## config.mk

```make
export PLATFORM = sky130hd
export DESIGN_NAME = gyro_rate_angle_integrator_flat
export DESIGN_NICKNAME = d
export VERILOG_FILES = /design/src/sv/gra_pkg.sv /design/src/sv/gra_sample_if.sv /design/src/sv/gra_result_if.sv /design/src/sv/gyro_rate_angle_integrator.sv /design/src/sv/gra_div_lane.sv /design/src/flat_wrapper.sv
export SDC_FILE = /design/constraint.sdc
export NUM_CORES = 2
export LEC_CHECK = 0
export ABC_CLOCK_PERIOD_IN_PS = 8100
export BUFFER_PORTS_ARGS = -buffer_cell sky130_fd_sc_hd__clkbuf_2
export CORE_MARGIN = 2
export CORE_UTILIZATION = 45
export CTS_CLUSTER_DIAMETER = 120
export CTS_CLUSTER_SIZE = 24
export DETAILED_ROUTE_END_ITERATION = 6
export GPL_TIMING_DRIVEN = 1
export PLACE_DENSITY = 0.67
export SYNTH_ARGS = -nofsm -noshare
export SYNTH_HDL_FRONTEND = slang
export SYNTH_SLANG_ARGS = --single-unit
```

## constraint.sdc

```tcl
create_clock -name clk -period 8.1 [get_ports clk]
set_input_delay 0 -clock clk [delete_from_list [all_inputs] [get_ports clk]]
set_output_delay 0 -clock clk [all_outputs]
set_load 0.01 [all_outputs]
```

## src/sv/gra_pkg.sv

```systemverilog
package gra_pkg;

	// angle accumulator width and derived widths
	localparam int ANGLE_W = 48;
	localparam int RATE_W  = 16;
	localparam int TIME_W  = 32;
	localparam int RSUM_W  = RATE_W + 1;
	localparam int INC_W   = TIME_W + RSUM_W;
	localparam int SUM_W   = ((ANGLE_W > INC_W) ? ANGLE_W : INC_W) + 1;

	// divider lane sizing: |(raw - offset) * 10| needs 20 bits
	localparam int DIFF_W  = RATE_W + 1;
	localparam int TIMES_W = DIFF_W + 4;
	localparam int MAG_W   = TIMES_W - 1;
	localparam int DIVR_W  = 16;
	localparam int REM_W   = DIVR_W + 1;
	localparam int DIV_ITER = MAG_W;
	localparam int CNT_W   = $clog2(DIV_ITER);

	// configuration register indexes
	localparam int REG_IDX_W = 2;
	localparam int CFG_W     = 16;
	localparam logic [REG_IDX_W-1:0] REG_OFFSET_X   = 2'd0;
	localparam logic [REG_IDX_W-1:0] REG_OFFSET_Y   = 2'd1;
	localparam logic [REG_IDX_W-1:0] REG_OFFSET_Z   = 2'd2;
	localparam logic [REG_IDX_W-1:0] REG_RATE_SCALE = 2'd3;
	localparam logic [DIVR_W-1:0] RATE_SCALE_RESET = 16'd1310;

	// item payloads
	typedef struct packed {
		logic signed [RATE_W-1:0] raw_rate_x;
		logic signed [RATE_W-1:0] raw_rate_y;
		logic signed [RATE_W-1:0] raw_rate_z;
		logic signed [TIME_W-1:0] time_start_ms;
		logic signed [TIME_W-1:0] time_stop_ms;
	} sample_t;

	typedef struct packed {
		logic signed [RATE_W-1:0]  rate_x_dps;
		logic signed [RATE_W-1:0]  rate_y_dps;
		logic signed [RATE_W-1:0]  rate_z_dps;
		logic signed [ANGLE_W-1:0] roll_angle;
		logic signed [ANGLE_W-1:0] pitch_angle;
	} result_t;

	// controls from the sequencer to each divider lane
	typedef struct packed {
		logic load;
		logic iter;
		logic fix;
	} lane_ctrl_t;

	// microcode
	localparam int STEP_W = 3;
	typedef logic [STEP_W-1:0] step_t;

	typedef enum logic [2:0] {
		OP_NONE,
		OP_LOAD,
		OP_DIV,
		OP_FIX,
		OP_MUL,
		OP_ACC
	} op_t;

	typedef enum logic [1:0] {
		C_ALWAYS,
		C_IN_VALID,
		C_CNT_ZERO,
		C_OUT_FREE
	} cond_t;

	typedef struct packed {
		op_t   op;
		cond_t cond;
		logic  run_always;
		step_t next_t;
		step_t next_f;
	} uword_t;

	localparam step_t ST_WAIT = 3'd0;
	localparam step_t ST_DIV  = 3'd1;
	localparam step_t ST_FIX  = 3'd2;
	localparam step_t ST_MUL  = 3'd3;
	localparam step_t ST_ACC  = 3'd4;

	// control store
	function automatic uword_t ucode(input step_t s);
		uword_t w;
		case (s)
			ST_WAIT: w = '{op: OP_LOAD, cond: C_IN_VALID, run_always: 1'b0,
				next_t: ST_DIV, next_f: ST_WAIT};
			ST_DIV:  w = '{op: OP_DIV, cond: C_CNT_ZERO, run_always: 1'b1,
				next_t: ST_FIX, next_f: ST_DIV};
			ST_FIX:  w = '{op: OP_FIX, cond: C_ALWAYS, run_always: 1'b0,
				next_t: ST_MUL, next_f: ST_MUL};
			ST_MUL:  w = '{op: OP_MUL, cond: C_ALWAYS, run_always: 1'b0,
				next_t: ST_ACC, next_f: ST_ACC};
			ST_ACC:  w = '{op: OP_ACC, cond: C_OUT_FREE, run_always: 1'b0,
				next_t: ST_WAIT, next_f: ST_ACC};
			default: w = '{op: OP_NONE, cond: C_ALWAYS, run_always: 1'b0,
				next_t: ST_WAIT, next_f: ST_WAIT};
		endcase
		return w;
	endfunction

endpackage

```

## src/sv/gra_sample_if.sv

```systemverilog
interface gra_sample_if;
	import gra_pkg::*;

	logic    valid;
	logic    ready;
	sample_t data;

	modport source (output valid, output data, input ready);
	modport sink (input valid, input data, output ready);
endinterface

```

## src/sv/gra_result_if.sv

```systemverilog
interface gra_result_if;
	import gra_pkg::*;

	logic    valid;
	logic    ready;
	result_t data;

	modport source (output valid, output data, input ready);
	modport sink (input valid, input data, output ready);
endinterface

```

## src/sv/gyro_rate_angle_integrator.sv

```systemverilog
// Gyro rate scaling and roll/pitch integration.
// The sample channel carries one raw three-axis rate sample with a start and
// a stop timestamp in ms. The result channel returns the three rates in whole
// deg/s and the roll and pitch angles in 1/2000 degree after the update.
// The user writes offsets and sensitivity on the cfg port only while the
// block is idle; the block itself does not enforce this. A small microcode
// sequencer steps the datapath: one accept step, 20 steps of a restoring
// divider (one quotient bit a cycle, three axis lanes side by side), then
// sign/saturate/deadband, multiply, and accumulate-and-publish. The block
// takes no new item until the accumulate step has published the last one.
// The result sits in an output register; while the receiver stalls the block
// waits in its last step and accepts nothing more until that register frees.
// Reset clears the previous rates, the angles, the offsets and sets the
// sensitivity to 1310 tenths of LSB per deg/s.
module gyro_rate_angle_integrator (
	input  logic                                clk,
	input  logic                                arst_n,
	gra_sample_if.sink                          sample,
	gra_result_if.source                        result,
	input  logic                                cfg_we,
	input  logic [gra_pkg::REG_IDX_W-1:0]       cfg_index,
	input  logic [gra_pkg::CFG_W-1:0]           cfg_data
);
	import gra_pkg::*;

	localparam logic signed [SUM_W-1:0] ANG_MAX =
		SUM_W'($signed({1'b0, {(ANGLE_W-1){1'b1}}}));
	localparam logic signed [SUM_W-1:0] ANG_MIN = -ANG_MAX - SUM_W'(1);

	// configuration
	logic signed [RATE_W-1:0] off_x_q, off_y_q, off_z_q;
	logic        [DIVR_W-1:0] scale_q;

	// sequencer
	step_t            step_q;
	uword_t           uw;
	logic             cond_ok;
	logic             exec;
	logic [CNT_W-1:0] cnt_q;
	lane_ctrl_t       lctrl;

	// datapath
	logic        [DIVR_W-1:0]  divr_q;
	logic signed [TIME_W-1:0]  dt_q;
	logic signed [RATE_W-1:0]  rate_x, rate_y, rate_z;
	logic signed [RATE_W-1:0]  prev_x_q, prev_y_q, prev_z_q;
	logic signed [RSUM_W-1:0]  rsum_x, rsum_y;
	logic signed [INC_W-1:0]   prod_x, prod_y;
	logic signed [INC_W-1:0]   inc_x_q, inc_y_q;
	logic signed [ANGLE_W-1:0] roll_q, pitch_q;
	logic signed [ANGLE_W-1:0] roll_nx, pitch_nx;
	logic                      out_valid_q;
	result_t                   out_q;

	function automatic logic signed [ANGLE_W-1:0] sat_add(
		input logic signed [ANGLE_W-1:0] acc,
		input logic signed [INC_W-1:0]   inc
	);
		logic signed [SUM_W-1:0] s;
		s = SUM_W'(acc) + SUM_W'(inc);
		if (s > ANG_MAX) begin
			return ANG_MAX[ANGLE_W-1:0];
		end else if (s < ANG_MIN) begin
			return ANG_MIN[ANGLE_W-1:0];
		end
		return s[ANGLE_W-1:0];
	endfunction

	// control word and branch condition
	always_comb begin
		uw = ucode(step_q);
		case (uw.cond)
			C_ALWAYS:   cond_ok = 1'b1;
			C_IN_VALID: cond_ok = sample.valid;
			C_CNT_ZERO: cond_ok = (cnt_q == '0);
			C_OUT_FREE: cond_ok = !out_valid_q || result.ready;
			default:    cond_ok = 1'b1;
		endcase
		exec = cond_ok || uw.run_always;
	end

	assign sample.ready = (uw.cond == C_IN_VALID);

	assign lctrl.load = exec && (uw.op == OP_LOAD);
	assign lctrl.iter = exec && (uw.op == OP_DIV);
	assign lctrl.fix  = exec && (uw.op == OP_FIX);

	// step counter and iteration count
	always_ff @(posedge clk or negedge arst_n) begin
		if (!arst_n) begin
			step_q <= ST_WAIT;
			cnt_q  <= '0;
		end else begin
			step_q <= cond_ok ? uw.next_t : uw.next_f;
			if (lctrl.load) begin
				cnt_q <= CNT_W'(DIV_ITER - 1);
			end else if (lctrl.iter && cnt_q != '0) begin
				cnt_q <= cnt_q - CNT_W'(1);
			end
		end
	end

	// configuration registers
	always_ff @(posedge clk or negedge arst_n) begin
		if (!arst_n) begin
			off_x_q <= '0;
			off_y_q <= '0;
			off_z_q <= '0;
			scale_q <= RATE_SCALE_RESET;
		end else if (cfg_we) begin
			case (cfg_index)
				REG_OFFSET_X:   off_x_q <= cfg_data;
				REG_OFFSET_Y:   off_y_q <= cfg_data;
				REG_OFFSET_Z:   off_z_q <= cfg_data;
				REG_RATE_SCALE: scale_q <= cfg_data;
				default: ;
			endcase
		end
	end

	// interval and divisor captured with the item
	always_ff @(posedge clk) begin
		if (lctrl.load) begin
			dt_q   <= sample.data.time_stop_ms - sample.data.time_start_ms;
			divr_q <= (scale_q == '0) ? DIVR_W'(1) : scale_q;
		end
	end

	// one divider lane per axis
	gra_div_lane u_lane_x (
		.clk     (clk),
		.ctrl    (lctrl),
		.raw     (sample.data.raw_rate_x),
		.offset  (off_x_q),
		.divisor (divr_q),
		.prev    (prev_x_q),
		.rate    (rate_x)
	);

	gra_div_lane u_lane_y (
		.clk     (clk),
		.ctrl    (lctrl),
		.raw     (sample.data.raw_rate_y),
		.offset  (off_y_q),
		.divisor (divr_q),
		.prev    (prev_y_q),
		.rate    (rate_y)
	);

	gra_div_lane u_lane_z (
		.clk     (clk),
		.ctrl    (lctrl),
		.raw     (sample.data.raw_rate_z),
		.offset  (off_z_q),
		.divisor (divr_q),
		.prev    (prev_z_q),
		.rate    (rate_z)
	);

	// trapezoid increments
	always_comb begin
		rsum_x = RSUM_W'(rate_x) + RSUM_W'(prev_x_q);
		rsum_y = RSUM_W'(rate_y) + RSUM_W'(prev_y_q);
		prod_x = dt_q * rsum_x;
		prod_y = dt_q * rsum_y;
	end

	always_ff @(posedge clk) begin
		if (exec && uw.op == OP_MUL) begin
			inc_x_q <= prod_x;
			inc_y_q <= prod_y;
		end
	end

	// saturating accumulation
	always_comb begin
		roll_nx  = sat_add(roll_q, inc_x_q);
		pitch_nx = sat_add(pitch_q, inc_y_q);
	end

	always_ff @(posedge clk or negedge arst_n) begin
		if (!arst_n) begin
			roll_q   <= '0;
			pitch_q  <= '0;
			prev_x_q <= '0;
			prev_y_q <= '0;
			prev_z_q <= '0;
		end else if (exec && uw.op == OP_ACC) begin
			roll_q   <= roll_nx;
			pitch_q  <= pitch_nx;
			prev_x_q <= rate_x;
			prev_y_q <= rate_y;
			prev_z_q <= rate_z;
		end
	end

	// result register
	always_ff @(posedge clk or negedge arst_n) begin
		if (!arst_n) begin
			out_valid_q <= 1'b0;
		end else if (exec && uw.op == OP_ACC) begin
			out_valid_q <= 1'b1;
		end else if (result.ready) begin
			out_valid_q <= 1'b0;
		end
	end

	always_ff @(posedge clk) begin
		if (exec && uw.op == OP_ACC) begin
			out_q.rate_x_dps  <= rate_x;
			out_q.rate_y_dps  <= rate_y;
			out_q.rate_z_dps  <= rate_z;
			out_q.roll_angle  <= roll_nx;
			out_q.pitch_angle <= pitch_nx;
		end
	end

	assign result.valid = out_valid_q;
	assign result.data  = out_q;

endmodule

```

## src/sv/gra_div_lane.sv

```systemverilog
module gra_div_lane (
	input  logic                               clk,
	input  gra_pkg::lane_ctrl_t                ctrl,
	input  logic signed [gra_pkg::RATE_W-1:0]  raw,
	input  logic signed [gra_pkg::RATE_W-1:0]  offset,
	input  logic        [gra_pkg::DIVR_W-1:0]  divisor,
	input  logic signed [gra_pkg::RATE_W-1:0]  prev,
	output logic signed [gra_pkg::RATE_W-1:0]  rate
);
	import gra_pkg::*;

	localparam logic [MAG_W-1:0] POS_LIM = MAG_W'(32767);
	localparam logic [MAG_W-1:0] NEG_LIM = MAG_W'(32768);

	logic signed [DIFF_W-1:0]  diff;
	logic signed [TIMES_W-1:0] times;
	logic        [MAG_W-1:0]   mag;
	logic        [MAG_W-1:0]   quo_q;
	logic        [REM_W-1:0]   rem_q;
	logic                      neg_q;
	logic        [REM_W-1:0]   trial;
	logic        [REM_W:0]     trial_sub;
	logic signed [RATE_W-1:0]  sat_val;
	logic signed [RATE_W-1:0]  rate_q;

	// offset removal, times ten, magnitude
	always_comb begin
		diff  = DIFF_W'(raw) - DIFF_W'(offset);
		times = (TIMES_W'(diff) <<< 3) + (TIMES_W'(diff) <<< 1);
		mag   = times[TIMES_W-1] ? MAG_W'(-times) : times[MAG_W-1:0];
	end

	// one restoring division step
	always_comb begin
		trial     = {rem_q[REM_W-2:0], quo_q[MAG_W-1]};
		trial_sub = {1'b0, trial} - {2'b00, divisor};
	end

	// sign, saturation to 16 bits, deadband against the previous rate
	always_comb begin
		if (!neg_q && quo_q > POS_LIM) begin
			sat_val = RATE_W'(32767);
		end else if (neg_q && quo_q > NEG_LIM) begin
			sat_val = -RATE_W'(32767) - RATE_W'(1);
		end else if (neg_q) begin
			sat_val = -RATE_W'(quo_q);
		end else begin
			sat_val = RATE_W'(quo_q);
		end
	end

	always_ff @(posedge clk) begin
		if (ctrl.load) begin
			quo_q <= mag;
			rem_q <= '0;
			neg_q <= times[TIMES_W-1];
		end else if (ctrl.iter) begin
			if (!trial_sub[REM_W]) begin
				rem_q <= trial_sub[REM_W-1:0];
				quo_q <= {quo_q[MAG_W-2:0], 1'b1};
			end else begin
				rem_q <= trial;
				quo_q <= {quo_q[MAG_W-2:0], 1'b0};
			end
		end
		if (ctrl.fix) begin
			if ((sat_val == RATE_W'(1) || sat_val == -RATE_W'(1)) && prev == '0) begin
				rate_q <= '0;
			end else begin
				rate_q <= sat_val;
			end
		end
	end

	assign rate = rate_q;

endmodule
```

## src/flat_wrapper.sv

```systemverilog
// flat-port wrapper written by rule: the top's interface ports become plain ports
module gyro_rate_angle_integrator_flat import gra_pkg::*;
  (clk, arst_n, cfg_we, cfg_index, cfg_data, sample_valid, sample_data, sample_ready, result_valid, result_data, result_ready);
  gra_sample_if sample_i ();
  gra_result_if result_i ();
  input  logic clk;
  input  logic arst_n;
  input  logic cfg_we;
  input  logic [gra_pkg::REG_IDX_W-1:0] cfg_index;
  input  logic [gra_pkg::CFG_W-1:0] cfg_data;
  input wire logic [$bits(sample_i.valid)-1:0] sample_valid;
  input wire logic [$bits(sample_i.data)-1:0] sample_data;
  output wire logic [$bits(sample_i.ready)-1:0] sample_ready;
  output wire logic [$bits(result_i.valid)-1:0] result_valid;
  output wire logic [$bits(result_i.data)-1:0] result_data;
  input wire logic [$bits(result_i.ready)-1:0] result_ready;
  assign sample_i.valid = sample_valid;
  assign sample_i.data = sample_data;
  assign sample_ready = sample_i.ready;
  assign result_valid = result_i.valid;
  assign result_data = result_i.data;
  assign result_i.ready = result_ready;
  gyro_rate_angle_integrator u_core (.clk(clk), .arst_n(arst_n), .sample(sample_i), .result(result_i), .cfg_we(cfg_we), .cfg_index(cfg_index), .cfg_data(cfg_data));
endmodule
```

==> metrics.csv <==
metric,value,unit
outcome,"complete, but fails checks",
violations,setup timing,
tritoncts,yes,
root_buffer,clkbuf_16,
fin_ws,-432.1,ps
grt.total_usage,23.11,%
skew,83.14,ps
grt_pass1_vias,63800,
h-tree-depth,2,
async_reset_ff_share,32.58,%
synth.top_cells.by_area,"fa_1 27%, edfxtp_1 15%, ha_1 8.6%, dfrtp_1 6.7%, inv_1 6.6%",
drt-pass1-iter-count,6,
syn-num-nets,10260,
antenna_found_initial,2,
seq_area,18440,sq um
grt-ovfl-total,0,
syn2layout_area_growth,14.59,%
clock_latency,690,ps
crit_required,8470,ps
layout_worst_path_cycle_share,105.3,%
synth_top_area_share,26.80,%
start_util,45.33,%
clock_path_buffers,3,
place_hpwl,162.8,mm
ys_ff_latch,666,
drt_iter0_drc,3724,
fmax,117.2,MHz
synth_edf_count,401,
via_count,61180,
synth.distinct_cells,95,
startpoint_type,register,
path_max_fanout,5,
rows,153,
synthCells,8528,
cts_buffers,36,
crit_type,reg2reg,
place_inst,11240,
drive_gt1_share,14.19,%
die_w,422.7,um
max_stage_delay,580,ps
instances_no_fill,11480,
synth_warnings,0,
die_h,422.7,um
grt_pass1_wl,333.9,mm
arrival,8900,ps
report.final.slew_viol_count,0,
period_needed,8532,ps
wl_per_cell,18.01,um
grt_max_degree,103,
cp-end-kind,register,
cap_violations,0,
finish.utilization,51.94,%
worstMarginPinSlew,1300,ps
synth_area_leader_cell,fa_1,
final_net_count,10860,
via_per_inst,5.328,
drc_errors,0,
antenna_left,0,
finalWirelength,206.8,mm
core_area,174000,sq um
hold_violations,0,
ys_seq_area_share,23.38,%
fillers,15730,
slowest_stage,or4b_4,
numClockSinks,666,
hold_class,in2async,
clk_pin_slew,110,ps
portBuffers,280,
rsz0062_at_grt,yes,
setup_viol,21,
synthesis.area,78880,sq um
num_io_pins,281,
slew_headroom,13.05,%
dieArea,178600,sq um
tns,-3538,ps
synth_ff_type,edfxtp_1,
routabilityCongestion,0.9280,
multiInputGateArea,55220,sq um
syn_avg_cell_area,9.249,sq um
[kinds of logic after synthesis]
logic type | after synthesis | share of synthesized area [%]
flip-flops | 666 | 23.38
multiplexers | 151 | 2.097
AND/OR/NAND/NOR | 2560 | 15.14
AO/OA/AOI/OAI | 1367 | 10.92
adder cells (fa/ha/maj) | 1598 | 35.40
XOR/XNOR | 412 | 4.575
buffers and inverters | 1774 | 8.495
[placed cells by master (no fill, tap or decap), drive strengths merged, types with 48 or more instances in the layout]
cell type / Yosys / layout
inv: 1397 / 1402
nand2: 1167 / 1167
fa: 1056 / 1056
ha: 542 / 542
buf: 22 / 541
nor2: 418 / 418
edfxtp: 401 / 401
o21ai: 378 / 378
a21oi: 375 / 375
and2: 361 / 361
clkbuf: 353 / 336
xnor2: 286 / 287
dfrtp: 211 / 211
a21o: 155 / 155
xor2: 126 / 126
nor2b: 117 / 117
mux2: 114 / 114
dlygate4sd3: 0 / 109
nor3: 103 / 103
nand3: 87 / 87
o21a: 56 / 56
nand2b: 56 / 56
nand4: 53 / 53
dfxtp: 48 / 48
o21bai: 48 / 48
[worst paths after layout]
check / startpoint / end / slack, ps / depth (start not counted)
min reg2reg: u_core.u_lane_z.rate[15] / u_core.result.data[111] / 470 / 0
max: u_core.prev_y_q[0] / u_core.inc_y_q[48] / -430 / 37
max reg2reg: u_core.prev_y_q[0] / u_core.inc_y_q[48] / -430 / 37
min in group clk: sample_data[60] / u_core.dt_q[28] / 20 / 4
max in group asynchronous: arst_n / u_core.off_z_q[3] / 6630 / 3
min: arst_n / u_core.pitch_q[47] / 20 / 2
[what timing repair did]
action,in CTS,in global routing
resized for setup,152,146
gates cloned,6,3
setup endpoints to repair,37,51
pin swaps,118,130
hold endpoints to repair,212,0
setup buffers,30,35
hold buffers,109,0
[cells in the mapped netlist, types with 13 or more instances]
| library cell | instances |
|---|---|
| a211oi_1 | 33 |
| a21boi_0 | 20 |
| a21o_1 | 155 |
| a21oi_1 | 374 |
| a31oi_1 | 37 |
| and2_1 | 361 |
| and3_1 | 22 |
| clkbuf_1 | 352 |
| dfrtp_1 | 211 |
| dfxtp_1 | 48 |
| edfxtp_1 | 401 |
| fa_1 | 1056 |
| ha_1 | 542 |
| inv_1 | 1397 |
| mux2_2 | 114 |
| mux2i_1 | 37 |
| nand2_1 | 1167 |
| nand2b_1 | 56 |
| nand3_1 | 87 |
| nand4_1 | 53 |
| nor2_1 | 415 |
| nor2b_1 | 117 |
| nor3_1 | 103 |
| nor3b_1 | 19 |
| nor4_1 | 42 |
| o211ai_1 | 42 |
| o21a_1 | 56 |
| o21ai_0 | 367 |
| o21bai_1 | 48 |
| o22ai_1 | 25 |
| o31ai_1 | 22 |
| o41ai_1 | 13 |
| or2_2 | 26 |
| or3_1 | 45 |
| xnor2_1 | 286 |
| xor2_1 | 126 |
[sequential cells by signal (all words and copies together), names as in the netlist, 5 cells and up]
register,cells
u_core.result.data,144
u_core.inc_x_q,49
u_core.inc_y_q,49
u_core.pitch_q,48
u_core.roll_q,48
u_core.dt_q,32
u_core.u_lane_x.quo_q,20
u_core.u_lane_y.quo_q,20
u_core.u_lane_z.quo_q,20
u_core.divr_q,16
u_core.off_x_q,16
u_core.off_y_q,16
u_core.off_z_q,16
u_core.prev_x_q,16
u_core.prev_y_q,16
u_core.prev_z_q,16
u_core.scale_q,16
u_core.u_lane_x.rate,16
u_core.u_lane_x.rem_q,16
u_core.u_lane_y.rate,16
u_core.u_lane_y.rem_q,16
u_core.u_lane_z.rate,16
u_core.u_lane_z.rem_q,16
u_core.cnt_q,5
[metrics by stage]
step                      hold slack [ps]  cell area (sq um)  setup slack [ps]
after floorplan                    -295.6              78970            -7.489
after CTS                          0.6536              89400            -371.4
after global placement              142.9              86160            -625.4
after global routing                19.87              90380            -744.9
final                               20.02              90380            -432.1
after detailed placement            153.1              86160            -861.7
[cell type report]
type	instances	share of cell area, %
clock inverters	11	0.1980
inverters	1399	5.820
well taps	2325	3.219
clock buffers	54	1.071
flip-flops and latches	666	20.40
repair buffers	935	8.188
multi-input cells	6089	61.09
diodes	4	0.01107
[critical path: cells and delay by family (launching register included)]
family,cells,cell delay [ps]
XOR/XNOR,2,380
flip-flops,1,370
AO/OA/AOI/OAI,13,2180
buffers and inverters,8,550
adder cells (fa/ha/maj),9,3800
AND/OR/NAND/NOR,5,910
[metal layers]
| metal | track usage [%] | vias up | routed length, um |
|---|---|---|---|
| met5 | 0 | - | 0 |
| met4 | 9.298 | 0 | 9269 |
| met3 | 2.462 | 381 | 10210 |
| met2 | 39.91 | 1562 | 101500 |
| met1 | 29.62 | 30540 | 85790 |
| li1 | - | 28700 | - |
Power is not shown: default switching activity piles up to over one toggle a cycle in this logic, so the estimate is an artifact.
